$ cat src/sv/sstc_pkg.sv
package sstc_pkg;

    // Item and register widths.
    localparam int ANGLE_BITS     = 16;
    localparam int GAIN_FRAC_BITS = 8;
    localparam int BLEND_SHIFT    = 16;
    localparam int STIFF_W        = 12;
    localparam int EQ_W           = 11;
    localparam int DAMP_W         = 10;
    localparam int ALPHA_W        = 16;
    localparam int LIMIT_W        = 15;
    localparam int TORQUE_W       = 16;
    localparam int APB_ADDR_W     = 5;
    localparam int APB_DATA_W     = 32;

    // Derived datapath widths.
    localparam int GAIN_W       = STIFF_W + BLEND_SHIFT;
    localparam int DELTA_W      = ANGLE_BITS + 1;
    localparam int ERR_W        = ((ANGLE_BITS > EQ_W) ? ANGLE_BITS : EQ_W) + 1;
    localparam int MUL_A_W      = GAIN_W + 1;
    localparam int MUL_B_W      = (ERR_W > ALPHA_W + 1) ? ERR_W : ALPHA_W + 1;
    localparam int MUL_P_W      = MUL_A_W + MUL_B_W;
    localparam int SPRING_SHIFT = BLEND_SHIFT + GAIN_FRAC_BITS;

    typedef enum logic {
        ST_IDLE,
        ST_RUN
    } state_t;

    // One step per cycle, STEP_OUT may hold; later steps retire the prior product.
    typedef enum logic [2:0] {
        STEP_BLEND_R,
        STEP_BLEND_L,
        STEP_SPRING_R,
        STEP_SPRING_L,
        STEP_DAMP_R,
        STEP_DAMP_L,
        STEP_SUM_L,
        STEP_OUT
    } step_t;

    typedef enum logic [2:0] {
        REG_STANCE_STIFFNESS,
        REG_EQUILIBRIUM_ANGLE,
        REG_STANCE_ONLY_MODE,
        REG_STANCE_DAMPING,
        REG_SWING_DAMPING,
        REG_BLEND_FACTOR,
        REG_TORQUE_LIMIT,
        REG_UNUSED
    } reg_idx_t;

endpackage

$ cat src/sv/sstc_mul.sv
module sstc_mul
    import sstc_pkg::*;
(
    input  logic                       aclk,
    input  logic signed [MUL_A_W-1:0]  a,
    input  logic signed [MUL_B_W-1:0]  b,
    output logic signed [MUL_P_W-1:0]  p
);

    logic signed [MUL_P_W-1:0] p_reg;

    // Registered signed multiply, shared by the blend, spring and damping steps of the sequencer.
    always_ff @(posedge aclk) begin
        p_reg <= MUL_P_W'(a) * MUL_P_W'(b);
    end

    assign p = p_reg;

endmodule

$ cat src/sv/stance_stiffness_torque_control_unit.sv
// Hip torque controller for two legs, one item per control tick.
// The input channel (s_valid/s_ready) carries a start flag, the right and left
// hip angles and the two foot-contact flags. The result channel
// (m_valid/m_ready) carries the saturated right and left torques and a clip
// flag for each. The APB port holds the seven gain, angle and limit registers;
// pready is always high and writes land in the access cycle.
// Each item is worked through by one shared signed multiplier under a step
// counter: two gain blend products, two spring products and two damping
// products, then a step that clamps both torques. s_ready returns together
// with the valid result, so the block takes no new item while one is still
// being worked through. A finished result sits in an output register, so
// the next item is accepted while the receiver stalls; only if that result
// is still not taken when the next one is ready does the sequencer hold in
// its last step.
// Reset loads the register defaults, clears both blended gains and previous
// angles, and leaves both channels empty.
module stance_stiffness_torque_control_unit
    import sstc_pkg::*;
(
    input  logic                         aclk,
    input  logic                         aresetn,

    input  logic                         psel,
    input  logic                         penable,
    input  logic                         pwrite,
    input  logic [APB_ADDR_W-1:0]        paddr,
    input  logic [APB_DATA_W-1:0]        pwdata,
    output logic [APB_DATA_W-1:0]        prdata,
    output logic                         pready,

    input  logic                         s_valid,
    output logic                         s_ready,
    input  logic                         s_start_req,
    input  logic signed [ANGLE_BITS-1:0] s_angle_right,
    input  logic signed [ANGLE_BITS-1:0] s_angle_left,
    input  logic                         s_contact_right,
    input  logic                         s_contact_left,

    output logic                         m_valid,
    input  logic                         m_ready,
    output logic signed [TORQUE_W-1:0]   m_torque_right,
    output logic signed [TORQUE_W-1:0]   m_torque_left,
    output logic                         m_clipped_right,
    output logic                         m_clipped_left
);

    // Configuration registers.
    logic [STIFF_W-1:0]       stiffness_reg;
    logic signed [EQ_W-1:0]   eq_angle_reg;
    logic                     stance_only_reg;
    logic [DAMP_W-1:0]        stance_damp_reg;
    logic [DAMP_W-1:0]        swing_damp_reg;
    logic [ALPHA_W-1:0]       alpha_reg;
    logic [LIMIT_W-1:0]       limit_reg;

    reg_idx_t                 reg_idx;
    logic                     cfg_write;

    // Sequencer.
    state_t                   state_reg, state_next;
    step_t                    step_reg, step_next;

    // Per-leg state and working registers.
    logic [GAIN_W-1:0]               gain_r_reg, gain_l_reg;
    logic signed [ANGLE_BITS-1:0]    prev_r_reg, prev_l_reg;
    logic signed [ANGLE_BITS-1:0]    angle_r_reg, angle_l_reg;
    logic signed [DELTA_W-1:0]       delta_r_reg, delta_l_reg;
    logic                            contact_r_reg, contact_l_reg;
    logic signed [MUL_P_W-1:0]       acc_r_reg, acc_l_reg;

    // Output register.
    logic                            m_valid_reg;
    logic signed [TORQUE_W-1:0]      torque_r_reg, torque_l_reg;
    logic                            clip_r_reg, clip_l_reg;

    // Shared multiplier.
    logic signed [MUL_A_W-1:0]       mul_a;
    logic signed [MUL_B_W-1:0]       mul_b;
    logic signed [MUL_P_W-1:0]       prod;

    logic                            in_accept;
    logic                            out_load;
    logic                            active_r, active_l;
    logic [GAIN_W-1:0]               target_r, target_l;
    logic signed [ERR_W-1:0]         err_r, err_l;
    logic [GAIN_W-1:0]               gain_sel;
    logic signed [MUL_P_W-1:0]       blend_sum;
    logic [GAIN_W-1:0]               gain_new;
    logic signed [MUL_P_W-1:0]       spring_val;
    logic signed [MUL_P_W-1:0]       lim_pos, lim_neg;
    logic signed [MUL_P_W-1:0]       clamp_r, clamp_l;
    logic                            clip_r, clip_l;

    // ------------------------------------------------------------------
    // APB register file
    // ------------------------------------------------------------------
    assign pready    = 1'b1;
    assign reg_idx   = reg_idx_t'(paddr[APB_ADDR_W-1:2]);
    assign cfg_write = psel && penable && pwrite;

    always_ff @(posedge aclk) begin
        if (!aresetn) begin
            stiffness_reg   <= STIFF_W'(1024);
            eq_angle_reg    <= '0;
            stance_only_reg <= 1'b1;
            stance_damp_reg <= DAMP_W'(150);
            swing_damp_reg  <= DAMP_W'(50);
            alpha_reg       <= ALPHA_W'(3277);
            limit_reg       <= LIMIT_W'(5000);
        end else if (cfg_write) begin
            case (reg_idx)
                REG_STANCE_STIFFNESS:  stiffness_reg   <= pwdata[STIFF_W-1:0];
                REG_EQUILIBRIUM_ANGLE: eq_angle_reg    <= signed'(pwdata[EQ_W-1:0]);
                REG_STANCE_ONLY_MODE:  stance_only_reg <= pwdata[0];
                REG_STANCE_DAMPING:    stance_damp_reg <= pwdata[DAMP_W-1:0];
                REG_SWING_DAMPING:     swing_damp_reg  <= pwdata[DAMP_W-1:0];
                REG_BLEND_FACTOR:      alpha_reg       <= pwdata[ALPHA_W-1:0];
                REG_TORQUE_LIMIT:      limit_reg       <= pwdata[LIMIT_W-1:0];
                default: begin
                end
            endcase
        end
    end

    always_comb begin
        case (reg_idx)
            REG_STANCE_STIFFNESS:  prdata = APB_DATA_W'(stiffness_reg);
            REG_EQUILIBRIUM_ANGLE: prdata = APB_DATA_W'(eq_angle_reg);
            REG_STANCE_ONLY_MODE:  prdata = APB_DATA_W'(stance_only_reg);
            REG_STANCE_DAMPING:    prdata = APB_DATA_W'(stance_damp_reg);
            REG_SWING_DAMPING:     prdata = APB_DATA_W'(swing_damp_reg);
            REG_BLEND_FACTOR:      prdata = APB_DATA_W'(alpha_reg);
            REG_TORQUE_LIMIT:      prdata = APB_DATA_W'(limit_reg);
            default:               prdata = '0;
        endcase
    end

    // ------------------------------------------------------------------
    // Sequencer
    // ------------------------------------------------------------------
    assign s_ready   = (state_reg == ST_IDLE);
    assign in_accept = s_valid && s_ready;

    always_ff @(posedge aclk) begin
        if (!aresetn) begin
            state_reg <= ST_IDLE;
            step_reg  <= STEP_BLEND_R;
        end else begin
            state_reg <= state_next;
            step_reg  <= step_next;
        end
    end

    always_comb begin
        state_next = state_reg;
        step_next  = step_reg;
        out_load   = 1'b0;
        case (state_reg)
            ST_IDLE: begin
                if (in_accept) begin
                    state_next = ST_RUN;
                    step_next  = STEP_BLEND_R;
                end
            end
            ST_RUN: begin
                if (step_reg == STEP_OUT) begin
                    // Hold here while the previous result is still unclaimed.
                    if (!m_valid_reg || m_ready) begin
                        out_load   = 1'b1;
                        state_next = ST_IDLE;
                        step_next  = STEP_BLEND_R;
                    end
                end else begin
                    step_next = step_t'(step_reg + 3'd1);
                end
            end
            default: begin
                state_next = ST_IDLE;
                step_next  = STEP_BLEND_R;
            end
        endcase
    end

    // ------------------------------------------------------------------
    // Multiplier operand selection
    // ------------------------------------------------------------------
    assign active_r = contact_r_reg || !stance_only_reg;
    assign active_l = contact_l_reg || !stance_only_reg;
    assign target_r = active_r ? (GAIN_W'(stiffness_reg) << BLEND_SHIFT) : '0;
    assign target_l = active_l ? (GAIN_W'(stiffness_reg) << BLEND_SHIFT) : '0;
    assign err_r    = ERR_W'(eq_angle_reg) - ERR_W'(angle_r_reg);
    assign err_l    = ERR_W'(eq_angle_reg) - ERR_W'(angle_l_reg);

    always_comb begin
        mul_a = '0;
        mul_b = '0;
        case (step_reg)
            STEP_BLEND_R: begin
                mul_a = signed'({1'b0, target_r}) - signed'({1'b0, gain_r_reg});
                mul_b = signed'(MUL_B_W'(alpha_reg));
            end
            STEP_BLEND_L: begin
                mul_a = signed'({1'b0, target_l}) - signed'({1'b0, gain_l_reg});
                mul_b = signed'(MUL_B_W'(alpha_reg));
            end
            STEP_SPRING_R: begin
                mul_a = signed'({1'b0, gain_r_reg});
                mul_b = MUL_B_W'(err_r);
            end
            STEP_SPRING_L: begin
                mul_a = signed'({1'b0, gain_l_reg});
                mul_b = MUL_B_W'(err_l);
            end
            STEP_DAMP_R: begin
                mul_a = MUL_A_W'(delta_r_reg);
                mul_b = signed'(MUL_B_W'(contact_r_reg ? stance_damp_reg : swing_damp_reg));
            end
            STEP_DAMP_L: begin
                mul_a = MUL_A_W'(delta_l_reg);
                mul_b = signed'(MUL_B_W'(contact_l_reg ? stance_damp_reg : swing_damp_reg));
            end
            default: begin
            end
        endcase
    end

    sstc_mul u_mul (
        .aclk (aclk),
        .a    (mul_a),
        .b    (mul_b),
        .p    (prod)
    );

    // ------------------------------------------------------------------
    // Product retirement
    // ------------------------------------------------------------------
    // The blend step can only undershoot zero through rounding; it never
    // exceeds the target, so the gain stays within its width.
    assign gain_sel   = (step_reg == STEP_BLEND_L) ? gain_r_reg : gain_l_reg;
    assign blend_sum  = MUL_P_W'(signed'({1'b0, gain_sel})) + (prod >>> BLEND_SHIFT);
    assign gain_new   = blend_sum[MUL_P_W-1] ? '0 : blend_sum[GAIN_W-1:0];
    assign spring_val = prod >>> SPRING_SHIFT;

    assign lim_pos = signed'(MUL_P_W'(limit_reg));
    assign lim_neg = -lim_pos;

    always_comb begin
        clamp_r = acc_r_reg;
        clip_r  = 1'b0;
        if (acc_r_reg > lim_pos) begin
            clamp_r = lim_pos;
            clip_r  = 1'b1;
        end else if (acc_r_reg < lim_neg) begin
            clamp_r = lim_neg;
            clip_r  = 1'b1;
        end
        clamp_l = acc_l_reg;
        clip_l  = 1'b0;
        if (acc_l_reg > lim_pos) begin
            clamp_l = lim_pos;
            clip_l  = 1'b1;
        end else if (acc_l_reg < lim_neg) begin
            clamp_l = lim_neg;
            clip_l  = 1'b1;
        end
    end

    // Controller state: blended gains and previous angles. A start request
    // clears the gains and makes the angle change of this tick zero.
    always_ff @(posedge aclk) begin
        if (!aresetn) begin
            gain_r_reg <= '0;
            gain_l_reg <= '0;
            prev_r_reg <= '0;
            prev_l_reg <= '0;
        end else if (in_accept) begin
            prev_r_reg <= s_angle_right;
            prev_l_reg <= s_angle_left;
            if (s_start_req) begin
                gain_r_reg <= '0;
                gain_l_reg <= '0;
            end
        end else if (state_reg == ST_RUN) begin
            if (step_reg == STEP_BLEND_L) begin
                gain_r_reg <= gain_new;
            end
            if (step_reg == STEP_SPRING_R) begin
                gain_l_reg <= gain_new;
            end
        end
    end

    // Working registers of the current item.
    always_ff @(posedge aclk) begin
        if (in_accept) begin
            angle_r_reg   <= s_angle_right;
            angle_l_reg   <= s_angle_left;
            contact_r_reg <= s_contact_right;
            contact_l_reg <= s_contact_left;
            delta_r_reg   <= s_start_req ? '0
                           : DELTA_W'(s_angle_right) - DELTA_W'(prev_r_reg);
            delta_l_reg   <= s_start_req ? '0
                           : DELTA_W'(s_angle_left) - DELTA_W'(prev_l_reg);
        end
        case (step_reg)
            STEP_SPRING_L: acc_r_reg <= contact_r_reg ? spring_val : '0;
            STEP_DAMP_R:   acc_l_reg <= contact_l_reg ? spring_val : '0;
            STEP_DAMP_L:   acc_r_reg <= acc_r_reg - prod;
            STEP_SUM_L:    acc_l_reg <= acc_l_reg - prod;
            default: begin
            end
        endcase
    end

    // ------------------------------------------------------------------
    // Output register
    // ------------------------------------------------------------------
    always_ff @(posedge aclk) begin
        if (!aresetn) begin
            m_valid_reg <= 1'b0;
        end else if (out_load) begin
            m_valid_reg <= 1'b1;
        end else if (m_ready) begin
            m_valid_reg <= 1'b0;
        end
    end

    always_ff @(posedge aclk) begin
        if (out_load) begin
            torque_r_reg <= clamp_r[TORQUE_W-1:0];
            torque_l_reg <= clamp_l[TORQUE_W-1:0];
            clip_r_reg   <= clip_r;
            clip_l_reg   <= clip_l;
        end
    end

    assign m_valid         = m_valid_reg;
    assign m_torque_right  = torque_r_reg;
    assign m_torque_left   = torque_l_reg;
    assign m_clipped_right = clip_r_reg;
    assign m_clipped_left  = clip_l_reg;

endmodule

$ cat config.mk
export PLATFORM = sky130hd
export DESIGN_NAME = stance_stiffness_torque_control_unit
export DESIGN_NICKNAME = d
export VERILOG_FILES = /design/src/sv/sstc_pkg.sv /design/src/sv/sstc_mul.sv /design/src/sv/stance_stiffness_torque_control_unit.sv
export SDC_FILE = /design/constraint.sdc
export NUM_CORES = 2
export LEC_CHECK = 0
export BUFFER_PORTS_ARGS = -buffer_cell sky130_fd_sc_hd__buf_2
export CAP_MARGIN = 5
export CELL_PAD_IN_SITES_DETAIL_PLACEMENT = 1
export CELL_PAD_IN_SITES_GLOBAL_PLACEMENT = 1
export CORE_MARGIN = 2
export CORE_UTILIZATION = 45
export DETAILED_ROUTE_END_ITERATION = 7
export PLACE_DENSITY_LB_ADDON = 0.1
export RECOVER_POWER = 25
export SKIP_LAST_GASP = 1
export SLEW_MARGIN = 10
export SYNTH_ARGS = -nofsm -noshare
export SYNTH_HDL_FRONTEND = slang
export SYNTH_SLANG_ARGS = --single-unit
$ cat constraint.sdc
create_clock -name aclk -period 10.7 [get_ports aclk]
set_clock_uncertainty 0.1 [all_clocks]
set_input_delay 0.535 -clock aclk [delete_from_list [all_inputs] [get_ports aclk]]
set_output_delay 0.535 -clock aclk [all_outputs]
set_load 0.1 [all_outputs]
After elaboration in Yosys (flattened, before gate mapping)
Cells that the tools add are included.
Storage, ports and cells
  register bits: 408
  word-level logic and storage cells: 128
  input bits: 79
Operators by class
  add/sub/neg operators: 11
  multiplexer cells: 39
  bitwise operators: 1
  multipliers: 1
  magnitude comparators: 4
  equal/unequal tests: 16
  reductions and logical operators: 27
Operator list (count)
  two-way mux 28 bit: 11
  one-hot mux 32 bit (7 select lines): 1
  one-hot mux 46 bit (2 select lines): 2
  one-hot mux 29 bit (6 select lines): 1
  > comparator 46 x 16 -> 1 bit: 2
  less-than comparator 46 bit: 2
  two-way mux 46 bit: 2
  subtractor 46 bit: 2
  one-hot mux 17 bit (5 select lines): 1
  subtractor 28 x 28 -> 29 bit: 2
  multiplier 29 x 17 -> 46 bit: 1
  negator 15 -> 46 bit: 1
  subtractor 11 x 16 -> 17 bit: 2
  subtractor 16 x 16 -> 17 bit: 2
  two-way mux 16 bit: 2
  adder 29 x 30 -> 31 bit: 1
  two-way mux 15 bit: 2
  == test 3 bit (second input constant): 7
  two-way mux 10 bit: 2
  AND reduction 2 bit: 8
  == test 3 x 2 -> 1 bit (second input constant): 4
  nonzero test 2 bit: 6
  two-way mux 1 bit: 10
  two-way mux 3 bit: 3
  14 further kinds: 22

Longest topological paths before layout
  depth after elaboration: 7
  mapped depth: 44
  gate-level depth less buffers: 38

Hierarchy
Synthesis repeated with hierarchy kept, for this count alone.
Second synthesis, totals
  cells, all modules: 5517
  area total of the unflattened synthesis: 47872.2 um^2
By module, submodules not included
  stance_stiffness_torque_control_unit: times used 1, seq. area each 9188.8 um^2, cells an instance 3510, area each 29514.6 um^2
  sstc_mul: times used 1, seq. area each 920.9 um^2, cells an instance 2007, area each 18357.6 um^2

Worst setup path before layout
Ideal clock, no wire load.
  kind: reg2reg
  start point: reg step_reg[2]
  end point: reg u_mul.p_reg[44], in the netlist u_mul.p[44]
  setup time: 0.072 ns
  path slack: 0.218 ns
  cell stages (with the launch flop): 42
  period minus slack after synthesis: 10.482 ns
  path buffers: 7
  arrival time: 10.310 ns
  path through: dfxtp_1 -> clkbuf_1 -> inv_1 -> ha_1 -> clkbuf_1 -> clkbuf_1 -> buf_1 -> buf_1 -> mux2i_1 -> fa_1 -> a21o_1 -> a21oi_1 -> o21bai_1 -> a21o_1 -> a21oi_1 -> o21bai_1 -> a221oi_1 -> xor2_1 -> [6 not listed] -> fa_1 -> fa_1 -> fa_1 -> fa_1 -> inv_1 -> fa_1 -> inv_1 -> ha_1 -> a21o_1 -> a21o_1 -> a21o_1 -> a21o_1 -> a31o_2 -> a22oi_1 -> a21oi_1 -> a31o_2 -> a211oi_1 -> xnor2_1
Between the ends
  longest elaborated chain between the ends: 4
  elaborated cells on any way between the ends: 10
  classes of those cells: mul: 1; eq/ne: 5; mux: 2; reduce/logical: 2
RTL lines
  from (decl): RTL line stance_stiffness_torque_control_unit.sv:61  | step_t step_reg, step_next;
  from (signal assigned): RTL line stance_stiffness_torque_control_unit.sv:150  | step_reg <= step_next;
  == test 3 x 1 -> 1 bit or zero test 3 bit (tied branches): RTL line stance_stiffness_torque_control_unit.sv:197  | case (step_reg)
  OR reduction 2 bit (no source line)
  one-hot mux 17 bit (5 select lines): RTL line stance_stiffness_torque_control_unit.sv:197
  multiplier 29 x 17 -> 46 bit *: RTL line sstc_mul.sv:14  | p_reg <= MUL_P_W'(a) * MUL_P_W'(b);
  to (signal assigned): RTL line sstc_mul.sv:14
  to (decl): RTL line sstc_mul.sv:10  | logic signed [MUL_P_W-1:0] p_reg;
Every way passes the cells marked *; elsewhere a longest branch is shown, timed or not.
A chain may end at the register's enable or synchronous reset.

Worst setup path in the final report
  start point: reg step_reg[0]
  end point: reg u_mul.p_reg[45], in the netlist u_mul.p[45]
Same word-level chain as after synthesis.

==> results.md <==
* Cell count after synthesis at approximately 5,600
* Worst hold slack after final layout at approximately 0.054 ns
* Synthesized area per cell at 8.62 um^2
* Vias per std cell at ~6
* Maximum root-to-sink buffer count at 3
* Kind of cell adding the most delay to the critical path: adder cells
* Maximum cell stage delay along the critical path at 0.53 ns
* Max Freq at between 90 and 100 MHz
* Area after detailed placement at between 50,000 and 60,000 um^2
* DRT antenna net count at 0
* H-tree levels at 2
* Final Hold Vio Count at 0
* Most frequent standard cell in the layout excluding fill and tap cells: inv_1
* I/O pin total at around 150
* Area used by sequential logic in the layout at roughly 10,000 um^2
* Max-Slew Margin vs Limit at -1.64
* Placement row count at 119
* All-layer global routing usage at 0.332
* Clk pin slew, worst setup/hold paths at 0.06 ns
* Number of iterations in the first detailed-routing pass at 8
* Remaining global-route overflow at 0
* Post-Layout Inst Area at around 52,000 um^2
* Kind of critical path: register to register
* Most frequent cells in the layout: inv_1 (697), nand2_1 (677), fa_1 (482), ha_1 (429), nor2_1 (425)
* Top-area cell type share of the netlist area at 0.201
* Die Width at around 330 um
* Share of the cycle needed by the critical path after routing at 0.945
* Cell type contributing the most total cell area after synthesis: fa_1
* Last weighted congestion value of the routability-driven placer at approximately 0.94
* TritonCTS clock tree: yes
* Result of the run: complete, but fails checks
* Maximum fanout encountered on the critical timing path at 15
* Average routed wire per standard cell at 25.7 um
* Pin count of the biggest net entering global routing at about 80
* Area of the multi-input gates at 34,400 um^2
* Total number of yosys warnings at 0
* CTS Root Cell: clkbuf_16
* Dominant cells by area after synthesis: fa_1 (20%), edfxtp_1 (12%), ha_1 (11%)
* Relative area change from synthesis to final layout at 9.04%
* Initial core utilization at 0.454
* Violations in the final reports: capacitance limit, slew limit
* Hold Path Class: primary input to register
* Iter 0 DRT Violations at approximately 3,000
* DP Wirelength at ~150 mm
* IO buf count at ~130
* Type of origin of the critical path: register
* Most common cell type on the critical path: fa_1
* Latest clock arrival within the worst-skew pair at between 0.6 and 0.7 ns
* Number of global-route vias before repair at between 40,000 and 50,000
* Standard cell core area at about 110,000 um^2
* Number of setup violations in the final report at 0
* Share of async-settable or async-resettable flops after synthesis at 0
* Slew at the pin closest to its max-slew limit at about 4.0 ns
* Total Negative Setup Slacks at 0 ns
* Die boundary height at ~330 um
* Crit path DAT at between 10 and 15 ns
* Flop and latch count out of synthesis at 408
* Count of non-filler cells in the finished layout at slightly above 7,000
* Critical Path Sink Type: register
* Cell area after synthesis at 48,000 um^2
* Total clock buffers created by CTS at 52
* Number of flops mapped to enable cells by yosys at 194
* Number of antenna violations at the first check in global routing at 10
* Placed Instances at just under 7,000
* Seq/Total Area, Yosys at 0.211
* Buffers plus inverters on the worst setup path at 9
* DRT Wirelength at about 180 mm
* Total DRC errors in the routed layout at 0
* Unique cell type count in the Yosys netlist at 95
* Fraction of layout cells with a size suffix above 1 at 0.0687
* Most frequently used flop master after synthesis: dfxtp_1
* First-pass GRT wire length at 272 mm
* Routed vias at 41,700
* Number of fillers in the final layout at 12,500
* Standard cell with the maximum stage delay on the critical path: fa_1
* Final Max Slew Viols at 282
* Minimum clock period after layout at 10.11 ns
* Die ar. at ~110,000 um^2
* # clock sinks at 408
* Number of nets in the layout at 6,613
* Setup repair after global routing missed its margin: no
* Required arrival time at the worst endpoint at between 10 and 15 ns
* Max Cap Viol at 5
* Post-Syn Nets at between 6,000 and 7,000
cells in the mapped netlist (48+ instances only):
cell type    n
a21boi_0    79
a21o_1     137
a21oi_1    238
and2_1     101
and3_1      48
clkbuf_1   205
dfxtp_1    214
edfxtp_1   194
fa_1       482
ha_1       430
inv_1      697
mux2i_1     83
nand2_1    680
nand2b_1    67
nand3_1    141
nor2_1     429
nor2b_1     72
nor3_1      85
o21ai_0    255
o31ai_1     65
xnor2_1    133
xor2_1      75
cell families (layout without fill, tap and decap cells):
| kind of cell | after synthesis | in the layout | share of synthesized area |
|---|---|---|---|
| muxes | 110 | 110 | 0.0241 |
| xor gates and xnor gates | 208 | 208 | 0.0380 |
| buffers and inverters | 956 | 1059 | 0.0769 |
| adders and majority gates | 912 | 912 | 0.313 |
| AOI/OAI and AO/OA | 1158 | 1158 | 0.162 |
| and+or+nand+nor | 1810 | 1810 | 0.175 |
| other | 1 | 7 | 0.0000782 |
| DFF | 408 | 408 | 0.211 |
cell type report:
type | instances | area share
diodes | 6 | 0.000287
repair buffers | 263 | 0.0303
clock buffers | 69 | 0.0287
clock inverters | 29 | 0.00586
flip-flops and latches | 408 | 0.193
multi-input cells | 4199 | 0.658
inverters | 698 | 0.0501
well taps | 1391 | 0.0333
routing by layer:
layer / routed length (um) / global-route usage
met5: 44 / 0
met3: 12800 / 0.0590
met2: 79500 / 0.521
met4: 10700 / 0.165
met1: 78200 / 0.442
worst paths after layout:
path,start,cells after the start,end,slack (ns)
worst min register to register,prev_r_reg[3],2,prev_r_reg[3],0.37
worst max-delay path,step_reg[0],40,u_mul.p[45],0.59
worst max register to register,step_reg[0],40,u_mul.p[45],0.59
worst min-delay path,s_contact_left,1,contact_l_reg,0.05
what timing repair did:
item	4_1_cts	5_1_grt
hold endpoints to repair	13	0
resized for setup	0	5
setup endpoints to repair	0	10
hold buffers	13	0
buffers inserted	0	0
worst reg2reg max path, delay by kind of cell, from the launching register on:
family                   cells  cell delay, ns
AO/OA/AOI/OAI               12            2.74
multiplexers                 2            0.49
AND/OR/NAND/NOR              5            0.72
XOR/XNOR                     1            0.15
buffers and inverters        9            1.07
adder cells (fa/ha/maj)     11            4.28
flip-flops                   1            0.42
stage by stage:
stage          worst slack [ns]   util
2_1_floorplan             0.218      -
3_3_place_gp              0.610  0.478
4_1_cts                   0.284  0.496
3_5_place_dp              0.405  0.478
5_1_grt                  0.0133  0.495
6_report                  0.589  0.495
Power is left out: the tool's default activity adds up to more than one toggle a clock period on the data nets, which glitch-free logic cannot reach.
